`src/idst_pkg.sv`:
```
// ----------------------------------------------------------------------------
// idst_pkg
// Shared constants, field widths, action codes and the slot type for the
// identifier slot table.
// ----------------------------------------------------------------------------
package idst_pkg;

  localparam int SLOTS    = 16;
  localparam int LIST_MAX = 8;

  localparam int SLOT_W = $clog2(SLOTS);
  localparam int OCC_W  = $clog2(SLOTS + 1);
  localparam int LIST_W = $clog2(LIST_MAX + 1);

  // item field widths
  localparam int ACTION_W   = 3;
  localparam int ID_W       = 32;
  localparam int SEL_W      = 4;
  localparam int SKIP_W     = 5;
  localparam int SLOT_NUM_W = 4;
  localparam int OCC_OUT_W  = 5;

  localparam int CMP_W  = $clog2(SLOTS + LIST_MAX + (1 << SKIP_W)) + 1;
  localparam int CMPS_W = (SLOT_W > SEL_W) ? SLOT_W : SEL_W;

  localparam int IN_FIELDS_W  = ID_W + SEL_W + SKIP_W;
  localparam int IN_TDATA_W   = ((IN_FIELDS_W + 7) / 8) * 8;
  localparam int OUT_FIELDS_W = SLOT_NUM_W + ID_W + 1 + OCC_OUT_W;
  localparam int OUT_TDATA_W  = ((OUT_FIELDS_W + 7) / 8) * 8;

  typedef enum logic [ACTION_W-1:0] {
    ACT_ALLOC   = 3'd0,
    ACT_FIND    = 3'd1,
    ACT_RELEASE = 3'd2,
    ACT_READ    = 3'd3,
    ACT_LIST    = 3'd4
  } action_e;

  typedef struct packed {
    logic            valid;
    logic [ID_W-1:0] id;
  } slot_t;

endpackage

```
`src/idst_cell.sv`:
```
// ----------------------------------------------------------------------------
// idst_cell
// One slot of the rotating table: a valid bit and an identifier that move to
// the neighboring cell whenever the ring steps.
// ----------------------------------------------------------------------------
module idst_cell (
  input  logic            clk_i,
  input  logic            rst_ni,
  input  logic            shift_i,
  input  idst_pkg::slot_t slot_i,
  output idst_pkg::slot_t slot_o
);
  import idst_pkg::*;

  logic            valid_q;
  logic [ID_W-1:0] id_q;

  always_ff @(posedge clk_i or negedge rst_ni) begin
    if (!rst_ni) begin
      valid_q <= 1'b0;
    end else if (shift_i) begin
      valid_q <= slot_i.valid;
    end
  end

  always_ff @(posedge clk_i) begin
    if (shift_i) begin
      id_q <= slot_i.id;
    end
  end

  assign slot_o.valid = valid_q;
  assign slot_o.id    = id_q;

endmodule

```
`src/idst_ctrl.sv`:
```
// ----------------------------------------------------------------------------
// idst_ctrl
// Walk controller: takes one item, steps the ring once around while looking
// at the head cell, updates the head on allocate and release, and drives the
// result register.
// ----------------------------------------------------------------------------
module idst_ctrl (
  input  logic                                clk_i,
  input  logic                                rst_ni,
  input  logic                                s_tvalid,
  output logic                                s_tready,
  input  logic [idst_pkg::IN_TDATA_W-1:0]     s_tdata,
  input  logic [idst_pkg::ACTION_W-1:0]       s_tuser,
  output logic                                m_tvalid,
  input  logic                                m_tready,
  output logic [idst_pkg::OUT_TDATA_W-1:0]    m_tdata,
  output logic                                m_tuser,
  output logic                                m_tlast,
  input  idst_pkg::slot_t                     head_i,
  output idst_pkg::slot_t                     head_o,
  output logic                                shift_o
);
  import idst_pkg::*;

  typedef enum logic {ST_IDLE, ST_WALK} state_e;

  state_e                state_q;
  logic [ACTION_W-1:0]   act_q;
  logic [ID_W-1:0]       key_q;
  logic [SEL_W-1:0]      sel_q;
  logic [SKIP_W-1:0]     skip_left_q;
  logic [LIST_W-1:0]     pick_cnt_q, n_q;
  logic                  more_q, need_final_q;
  logic [SLOT_W-1:0]     pos_q;
  logic [OCC_W-1:0]      occ_q, occ_d;

  logic                  m_valid_q, m_last_q, m_user_q;
  logic [OUT_TDATA_W-1:0] m_data_q;

  logic [ID_W-1:0]       in_key;
  logic [SEL_W-1:0]      in_sel;
  logic [SKIP_W-1:0]     in_skip;
  logic [CMP_W-1:0]      avail;
  logic [LIST_W-1:0]     in_n;
  logic                  in_more;

  logic                  walking, hit, last_step, emit, stall, step;
  logic                  r_status, r_last, r_more;
  logic [SLOT_NUM_W-1:0] r_slot;
  logic [ID_W-1:0]       r_id;
  logic [OUT_TDATA_W-1:0] r_data;

  // input unpacking and list bounds from the current occupancy
  assign in_key  = s_tdata[ID_W-1:0];
  assign in_sel  = s_tdata[ID_W +: SEL_W];
  assign in_skip = s_tdata[ID_W+SEL_W +: SKIP_W];

  always_comb begin
    if (CMP_W'(occ_q) > CMP_W'(in_skip)) begin
      avail = CMP_W'(occ_q) - CMP_W'(in_skip);
    end else begin
      avail = '0;
    end
    in_more = avail > CMP_W'(LIST_MAX);
    in_n    = in_more ? LIST_W'(LIST_MAX) : LIST_W'(avail);
  end

  assign walking   = (state_q == ST_WALK);
  assign last_step = (pos_q == SLOT_W'(SLOTS - 1));

  always_comb begin
    case (act_q)
      ACT_ALLOC:   hit = need_final_q && !head_i.valid;
      ACT_FIND, ACT_RELEASE:
        hit = need_final_q && head_i.valid && (head_i.id == key_q);
      ACT_READ:    hit = need_final_q && (CMPS_W'(pos_q) == CMPS_W'(sel_q));
      ACT_LIST:    hit = head_i.valid && (skip_left_q == '0) && (pick_cnt_q < n_q);
      default:     hit = 1'b0;
    endcase
  end

  assign emit    = walking && (hit || (last_step && need_final_q));
  assign stall   = emit && m_valid_q && !m_tready;
  assign step    = walking && !stall;
  assign shift_o = step;

  // head write-back and occupancy after the operation
  always_comb begin
    head_o = head_i;
    occ_d  = occ_q;
    if (step && hit) begin
      if (act_q == ACT_ALLOC) begin
        head_o.valid = 1'b1;
        head_o.id    = key_q;
        occ_d        = occ_q + OCC_W'(1);
      end else if (act_q == ACT_RELEASE) begin
        head_o.valid = 1'b0;
        occ_d        = occ_q - OCC_W'(1);
      end
    end
  end

  // result fields
  always_comb begin
    r_status = 1'b1;
    r_slot   = '0;
    r_id     = '0;
    r_last   = 1'b1;
    r_more   = 1'b0;
    if (hit) begin
      case (act_q)
        ACT_ALLOC: begin
          r_status = 1'b0;
          r_slot   = SLOT_NUM_W'(pos_q);
          r_id     = key_q;
        end
        ACT_FIND, ACT_RELEASE: begin
          r_status = 1'b0;
          r_slot   = SLOT_NUM_W'(pos_q);
          r_id     = head_i.id;
        end
        ACT_READ: begin
          r_status = !head_i.valid;
          r_slot   = sel_q;
          r_id     = head_i.valid ? head_i.id : '0;
        end
        ACT_LIST: begin
          r_status = 1'b0;
          r_slot   = SLOT_NUM_W'(pos_q);
          r_id     = head_i.id;
          r_last   = ((pick_cnt_q + LIST_W'(1)) == n_q);
          r_more   = more_q;
        end
        default: begin
          r_status = 1'b1;
        end
      endcase
    end else if (act_q == ACT_READ) begin
      r_slot = sel_q;
    end
    r_data = '0;
    r_data[OUT_FIELDS_W-1:0] = {OCC_OUT_W'(occ_d), r_more, r_id, r_slot};
  end

  always_ff @(posedge clk_i or negedge rst_ni) begin
    if (!rst_ni) begin
      state_q      <= ST_IDLE;
      act_q        <= '0;
      sel_q        <= '0;
      skip_left_q  <= '0;
      pick_cnt_q   <= '0;
      n_q          <= '0;
      more_q       <= 1'b0;
      need_final_q <= 1'b0;
      pos_q        <= '0;
      occ_q        <= '0;
      m_valid_q    <= 1'b0;
      m_last_q     <= 1'b0;
      m_user_q     <= 1'b0;
    end else begin
      if (state_q == ST_IDLE) begin
        if (s_tvalid) begin
          state_q      <= ST_WALK;
          act_q        <= s_tuser;
          sel_q        <= in_sel;
          skip_left_q  <= in_skip;
          pick_cnt_q   <= '0;
          pos_q        <= '0;
          if (s_tuser == ACT_LIST) begin
            n_q          <= in_n;
            more_q       <= in_more;
            need_final_q <= (in_n == '0);
          end else begin
            n_q          <= '0;
            more_q       <= 1'b0;
            need_final_q <= 1'b1;
          end
        end
      end else if (step) begin
        occ_q <= occ_d;
        if (emit) begin
          need_final_q <= 1'b0;
        end
        if (act_q == ACT_LIST && head_i.valid && skip_left_q != '0) begin
          skip_left_q <= skip_left_q - SKIP_W'(1);
        end
        if (act_q == ACT_LIST && hit) begin
          pick_cnt_q <= pick_cnt_q + LIST_W'(1);
        end
        if (last_step) begin
          pos_q   <= '0;
          state_q <= ST_IDLE;
        end else begin
          pos_q <= pos_q + SLOT_W'(1);
        end
      end

      if (emit && step) begin
        m_valid_q <= 1'b1;
        m_last_q  <= r_last;
        m_user_q  <= r_status;
      end else if (m_tready) begin
        m_valid_q <= 1'b0;
      end
    end
  end

  always_ff @(posedge clk_i) begin
    if (state_q == ST_IDLE && s_tvalid) begin
      key_q <= in_key;
    end
    if (emit && step) begin
      m_data_q <= r_data;
    end
  end

  assign s_tready = (state_q == ST_IDLE);
  assign m_tvalid = m_valid_q;
  assign m_tdata  = m_data_q;
  assign m_tuser  = m_user_q;
  assign m_tlast  = m_last_q;

  a_occ_range: assert property (@(posedge clk_i) disable iff (!rst_ni)
    occ_q <= OCC_W'(SLOTS))
    else $error("occupancy above table size");

  a_pick_bound: assert property (@(posedge clk_i) disable iff (!rst_ni)
    pick_cnt_q <= n_q)
    else $error("list gave more entries than planned");

  a_walk_done: assert property (@(posedge clk_i) disable iff (!rst_ni)
    (walking && step && last_step) |=> (!need_final_q && pick_cnt_q == n_q))
    else $error("walk ended with a result still owed");

  a_alloc_count: assert property (@(posedge clk_i) disable iff (!rst_ni)
    (step && hit && act_q == ACT_ALLOC) |=> (occ_q == $past(occ_q) + OCC_W'(1)))
    else $error("allocate did not raise occupancy");

endmodule

```
`src/id_slot_table_top.sv`:
```
// ----------------------------------------------------------------------------
// id_slot_table_top
// Identifier slot table built as a ring of slot cells that rotates past one
// compare point.
// ----------------------------------------------------------------------------
// The item is taken while the controller is idle; then the slot cells, which form
// a ring, step one slot per cycle, held while the result side stalls, past a
// single compare and write-back point, and an item is done when the ring has gone
// once around and is back in slot order. One item is in work at a time; the next
// is taken in the cycle after the walk ends, even while the last result still
// sits in the output register. A list item gives up to LIST_MAX results, one per
// cycle at most. No clearing pass is needed after reset.
module id_slot_table_top (
  input  logic                              clk_i,
  input  logic                              rst_ni,
  input  logic                              s_tvalid,
  output logic                              s_tready,
  // key_id [31:0], slot_select [35:32], skip_count [40:36], zero pad
  input  logic [idst_pkg::IN_TDATA_W-1:0]   s_tdata,
  // action [2:0]
  input  logic [idst_pkg::ACTION_W-1:0]     s_tuser,
  output logic                              m_tvalid,
  input  logic                              m_tready,
  // slot_number [3:0], id_out [35:4], more_flag [36], occupancy [41:37], zero pad
  output logic [idst_pkg::OUT_TDATA_W-1:0]  m_tdata,
  // status [0]
  output logic                              m_tuser,
  output logic                              m_tlast
);
  import idst_pkg::*;

  slot_t ring [SLOTS];
  slot_t head_wr;
  logic  shift;

  for (genvar g = 0; g < SLOTS; g++) begin : g_cell
    idst_cell u_cell (
      .clk_i  (clk_i),
      .rst_ni (rst_ni),
      .shift_i(shift),
      .slot_i ((g == SLOTS - 1) ? head_wr : ring[(g + 1) % SLOTS]),
      .slot_o (ring[g])
    );
  end

  idst_ctrl u_ctrl (
    .clk_i   (clk_i),
    .rst_ni  (rst_ni),
    .s_tvalid(s_tvalid),
    .s_tready(s_tready),
    .s_tdata (s_tdata),
    .s_tuser (s_tuser),
    .m_tvalid(m_tvalid),
    .m_tready(m_tready),
    .m_tdata (m_tdata),
    .m_tuser (m_tuser),
    .m_tlast (m_tlast),
    .head_i  (ring[0]),
    .head_o  (head_wr),
    .shift_o (shift)
  );

endmodule

```
`config.mk`:
```
export PLATFORM = sky130hd
export DESIGN_NAME = id_slot_table_top
export DESIGN_NICKNAME = d
export VERILOG_FILES = /design/src/idst_pkg.sv /design/src/idst_cell.sv /design/src/idst_ctrl.sv /design/src/id_slot_table_top.sv
export SDC_FILE = /design/constraint.sdc
export NUM_CORES = 1
export LEC_CHECK = 0
export ABC_AREA = 1
export BUFFER_PORTS_ARGS = -buffer_cell sky130_fd_sc_hd__buf_2
export CAP_MARGIN = 10
export CORE_MARGIN = 2
export CORE_UTILIZATION = 60
export DETAILED_ROUTE_END_ITERATION = 16
export GPL_TIMING_DRIVEN = 0
export PLACE_DENSITY = 0.8
export REMOVE_ABC_BUFFERS = 1
export SLEW_MARGIN = 20
export SYNTH_ARGS = -nofsm -noshare
export SYNTH_HDL_FRONTEND = slang
export SYNTH_SLANG_ARGS = --single-unit
```
`constraint.sdc`:
```
create_clock -name clk_i -period 25.4 [get_ports clk_i]
set_input_delay 1.27 -clock clk_i [delete_from_list [all_inputs] [get_ports clk_i]]
set_output_delay 1.27 -clock clk_i [all_outputs]
set_load 0.005 [all_outputs]
```
# Word-level counts from Yosys, hierarchy flattened
# Index checks and enable logic that the tools add are counted.
[totals]
regBits = 637
wordCells = 152
[classes]
add_sub_neg = 6
order_cmp = 3
eq_ne = 13
muxes = 43
bitwise = 1
reduce_logical = 37
[op_table]
columns = ["cell", "n"]
rows = [
  ["$pmux W32 S3", 1],
  ["$mux W32", 2],
  ["$mux W4", 11],
  ["$mux W5", 7],
  ["$mux W33", 1],
  ["$eq A32 B32 Y1", 1],
  ["$logic_and A1 B1 Y1", 17],
  ["$mux W1", 17],
  ["$sub A5 B1 Y5 const B", 2],
  ["$reduce_and A3 Y1", 3],
  ["$add A4 B1 Y4 const B", 2],
  ["$eq A4 B4 Y1", 2],
  ["$ne A2 B2 Y1 const B", 4],
  ["$pmux W4 S2", 1],
  ["$reduce_and A2 Y1", 4],
  ["$gt A7 B4 Y1 const B", 1],
  ["$mux W7", 1],
  ["$eq A3 B2 Y1 const B", 2],
  ["$eq A3 B3 Y1 const B", 2],
  ["$sub A5 B5 Y6", 1],
  ["$add A5 B1 Y5 const B", 1],
  ["$gt A5 B5 Y1", 1],
  ["$logic_not A5 Y1", 1],
  ["$reduce_bool A5 Y1", 1],
  ["14 further kinds", 17],
]

# Depth between registers and ports, before layout
[depth]
ltp_word = 12
mapped_depth = 18

# Cells and area by module
# From an unflattened synthesis, not the netlist that was laid out.
[unflattened]
cells_unflattened = 1432
hier_area_um2 = 22645.5
[modules_own_cells]
columns = ["module", "n_inst", "cells_each", "area_each_um2"]
rows = [
  ["idst_cell", 16, 38, 1008.5],
  ["idst_ctrl", 1, 824, 6510.0],
]

# Worst setup path before layout
# Ideal clock, no wire load.
[synth_path]
path_type = "input to register"
startpoint = "in m_tready"
endpoint = "reg g_cell[0].u_cell.id_q[0] (enable)"
t_arrival_ns = 7.496
required_ns = 24.745
path_slack_ns = 17.249
cell_stages = 3
path_cell_list = "nor2_1 > a21oi_1 > buf_2"
[synth_between]
elab_chain_len = 4
[synth_rtl]
columns = ["element", "line_no", "text"]
rows = [
  ["start: declaration", "id_slot_table_top.sv:23", "input logic m_tready,"],
  ["$logic_not A1 Y1", "idst_ctrl.sv:83", "assign stall = emit && m_valid_q && !m_tready;"],
  ["$logic_and A1 B1 Y1", "idst_ctrl.sv:83", ""],
  ["$logic_not A1 Y1", "idst_ctrl.sv:84", "assign step = walking && !stall;"],
  ["$logic_and A1 B1 Y1", "idst_ctrl.sv:84", ""],
  ["end signal: assignment", "idst_cell.sv:28", "id_q <= slot_i.id;"],
  ["end: declaration", "idst_cell.sv:16", "logic [ID_W-1:0] id_q;"],
]
# Every way passes these cells.
# A chain may end at the register's enable or synchronous reset.

# Worst setup path after layout
[layout_path]
startpoint = "reg u_ctrl.key_q[29]"
endpoint = "reg g_cell[5].u_cell.id_q[23] (enable)"
[layout_between]
elab_chain_len = 9
[layout_rtl]
columns = ["element", "line_no", "text"]
rows = [
  ["start: declaration", "idst_ctrl.sv:29", "logic [ID_W-1:0] key_q;"],
  ["start signal: assignment", "idst_ctrl.sv:210", "key_q <= in_key;"],
  ["$eq A32 B32 Y1", "idst_ctrl.sv:75", "hit = need_final_q && head_i.valid && (head_i.id == key_q);"],
  ["$logic_and A1 B1 Y1", "idst_ctrl.sv:75", ""],
  ["$pmux W1 S4", "idst_ctrl.sv:72", "case (act_q)"],
  ["$logic_or A1 B1 Y1", "idst_ctrl.sv:82", "assign emit = walking && (hit || (last_step && need_final_q));"],
  ["$logic_and A1 B1 Y1", "idst_ctrl.sv:82", ""],
  ["$logic_and A1 B1 Y1 (2 in series)", "idst_ctrl.sv:83", ""],
  ["$logic_not A1 Y1", "idst_ctrl.sv:84", ""],
  ["$logic_and A1 B1 Y1", "idst_ctrl.sv:84", ""],
  ["end signal: assignment", "idst_cell.sv:28", ""],
  ["end: declaration", "idst_cell.sv:16", ""],
]
# Every way passes these cells.

==> results.json <==
{
  "status": "completed",
  "max_freq_mhz": 256.5,
  "criticalPathCategory": "register to register",
  "cellLeakagePower_nw": 10.53,
  "start_util": 0.6042,
  "dr.first_iter.drc_count": 975,
  "hold_viol": 0,
  "cp.required_ns": 25.70,
  "cp_slowest_stage_delay_ns": 0.58,
  "grt_max_degree": 52,
  "dp_slack_ns": 21.57,
  "setup_viol": 0,
  "ys_seq_area_frac": 0.8372,
  "ctsLongestPathBuffers": 3,
  "dieArea_mm2": 0.03914,
  "drc": 0,
  "rows": 71,
  "synth_area_leaders": "edfxtp_1 (78%), dfrtp_1 (5.7%), nand2_1 (4.7%)",
  "crit_family": "buffers and inverters",
  "clkLatencyLatePin_ns": 0.61,
  "tightest_slew_ns": 0.7942,
  "postSynthAreaPerCell_um2": 15.95,
  "cp_common_cell": "buf_16",
  "ios": 107,
  "ant_nets": 0,
  "post_cts_buffers": 0,
  "n_fill_cell": 2233,
  "power_mw": 3.686,
  "start_kind": "register",
  "nets": 1640,
  "cts_root_buffer": "clkbuf_16",
  "num_vias": 11660,
  "ir_drop_mv": 0.06870,
  "hpwl_mm": 24.52,
  "async_reset_ff_frac": 0.08006,
  "cts_resized": 0,
  "cts_tree": "built",
  "rsz0062_at_grt": "false",
  "maxCapViolations": 0,
  "slowest_stage": "a21oi_4",
  "yosysUniqueCellTypes": 40,
  "grt_pass1_wl_mm": 61.56,
  "die_y_um": 197.8,
  "syn_inst": 1413,
  "syn_to_final_growth_pct": 16.81,
  "yosysTopAreaCellShare": 0.7806,
  "die_w_um": 197.8,
  "setup_ws_ns": 21.50,
  "synth_area_mm2": 0.02254,
  "ff2ff_setup_slack_ns": 21.50,
  "clock-sinks": 637,
  "arrival_ns": 4.19,
  "cp_cell_sequence": "inv_1 -> nand2_1 -> nand2_1 -> inv_1 -> nand2_1 -> nor2_1 -> nand2_1 -> nor2_1 -> nand3_1 -> nand3_2 -> a21oi_4 -> buf_16 -> buf_16 -> buf_16 -> buf_16 -> buf_16 -> buf_16 -> buf_16",
  "antenna_found_initial": 0,
  "gp_congestion": 0.8247,
  "drive_gt1_frac": 0.1495,
  "hold_class": "register to register",
  "hold_buffers": 0,
  "synth-main-ff-cell": "edfxtp_1",
  "totalWireLength_mm": 40.38,
  "avgRoutedWirePerCell_um": 19.29,
  "coreArea_mm2": 0.03731,
  "grt_use_total": 0.2097,
  "cts_made_buffers": 59,
  "ys_ff_latch": 637,
  "vias_per_cell": 5.572,
  "synth-edff-count": 586,
  "yosys_warnings": 0,
  "firstDrtPassIters": 6,
  "p_per_area_mw_per_mm2": 140.0,
  "io_buffers": 93,
  "cts_max_level": 2,
  "period_share": 0.1535,
  "cp-end-kind": "register",
  "finalClockSkew_ns": 0.02349,
  "path_max_fanout": 25,
  "n_antenna_cell": 0,
  "yosysTopAreaCell": "edfxtp_1",
  "fin_crit_ns": 3.898,
  "finalMaxSlewViolations": 0,
  "slew_headroom": 0.4697,
  "grt_pass1_vias": 11360,
  "clk_pin_slew_ns": 0.07,
  "grt_overflow_total": 0,
  "crit_buf_inv": 9
}
-- logic make-up after synthesis --
group | share of synthesized area
buffers and inverters | 0.03091
DFF | 0.8372
other | 0.0001663
and+or+nand+nor | 0.07298
AOI/OAI and AO/OA | 0.03907
xor gates and xnor gates | 0.01049
adders and majority gates | 0.009213
-- sequential cells by signal (all words and copies together) (netlist names) --
signal                 cells
u_ctrl.m_tdata            42
u_ctrl.sel_q               4
g_cell.u_cell.id_q       512
u_ctrl.occ_q               5
u_ctrl.need_final_q        1
u_ctrl.key_q              32
u_ctrl.n_q                 4
u_ctrl.more_q              1
g_cell.u_cell.valid_q     16
u_ctrl.act_q               3
u_ctrl.pos_q               4
u_ctrl.m_tvalid            1
u_ctrl.m_tlast             1
u_ctrl.m_tuser             1
u_ctrl.pick_cnt_q          4
u_ctrl.state_q             1
u_ctrl.skip_left_q         5
-- cell usage after synthesis (4+ instances only) --
master    number
o21ai_0       58
nor3_1         4
a21oi_1       50
nand2_1      284
buf_4          6
nor2_1        72
clkbuf_1       7
o21bai_1      19
buf_2         16
ha_1          15
o21ai_1       20
nand3_1       21
dfrtp_1       51
xnor2_1       16
edfxtp_1     586
nand2_2        4
xor2_1        11
inv_1        129
buf_1          4
nand4_1       11
-- path summary, 6_finish.rpt --
path,end,depth (start not counted),from
worst max-delay path,g_cell[5].u_cell.id_q[23]$_DFFE_PN_,18,u_ctrl.key_q[29]$_DFFE_PP_
worst min-delay path,g_cell[5].u_cell.id_q[28]$_DFFE_PN_,0,g_cell[6].u_cell.id_q[28]$_DFFE_PN_
worst max register to register,g_cell[5].u_cell.id_q[23]$_DFFE_PN_,18,u_ctrl.key_q[29]$_DFFE_PP_
worst min register to register,g_cell[5].u_cell.id_q[28]$_DFFE_PN_,0,g_cell[6].u_cell.id_q[28]$_DFFE_PN_
max in group asynchronous,u_ctrl.occ_q[1]$_DFFE_PN0P_,1,rst_ni
min in group asynchronous,u_ctrl.occ_q[4]$_DFFE_PN0P_,1,rst_ni
-- through the flow --
| stage | utilization | cell area, um^2 | hold WS (ns) | cells | setup TNS [ns] |
|---|---|---|---|---|---|
| after CTS | 0.7058 | 26330 | 0.4157 | 2093 | 0 |
| after global placement | 0.6276 | 23420 | 0.4018 | 1948 | -5500.14 |
| after detailed placement | 0.6520 | 24330 | 0.4045 | 1982 | 0 |
| after global routing | 0.7058 | 26330 | 0.4168 | 2093 | 0 |
| after floorplan | - | 22360 | 0.4003 | 1381 | -1427.28 |
| final | 0.7058 | 26330 | 0.4046 | 2093 | 0 |
-- area by class of cell --
cell class / count / area (um^2) / area share
sequential: 637 / 18870 / 0.7167
tap: 474 / 593.1 / 0.02252
multi-input combinational: 613 / 3030 / 0.1151
clock buffer: 75 / 1629 / 0.06186
timing repair buffer: 127 / 1339 / 0.05084
clock inverter: 36 / 376.6 / 0.01430
inverter: 131 / 491.7 / 0.01867
-- cell usage in the layout, fill, tap and decap left out, drive strengths merged, types with 2 or more instances in the layout --
| cell type | count |
|---|---|
| clkinv | 25 |
| edfxtp | 586 |
| clkbuf | 75 |
| o21ai | 80 |
| nor2 | 73 |
| xnor2 | 16 |
| ha | 15 |
| o211ai | 2 |
| or2 | 3 |
| buf | 127 |
| xor2 | 11 |
| conb | 6 |
| inv | 132 |
| clkinvlp | 2 |
| nor3 | 6 |
| o21bai | 19 |
| a21oi | 50 |
| nand2 | 288 |
| nand4 | 11 |
| bufinv | 8 |
| dfrtp | 51 |
| nand3 | 24 |
-- where the power goes --
| part | internal, mW | switching [mW] | leakage, nW |
|---|---|---|---|
| registers | 1.85 | 0.204 | 6.72 |
| logic | 0.257 | 0.470 | 2.83 |
| clock network | 0.533 | 0.369 | 0.984 |
| total | 2.64 | 1.04 | 10.5 |
-- per-layer routing --
metal  share of wire  routed length, um  track usage
met1            0.43              17550       0.2997
met2            0.48              19210       0.3292
met3           0.065               2611      0.04241
met4           0.025               1001      0.07101
met5               0                  0            0
No activity file was read; power rests on OpenSTA's default activity.
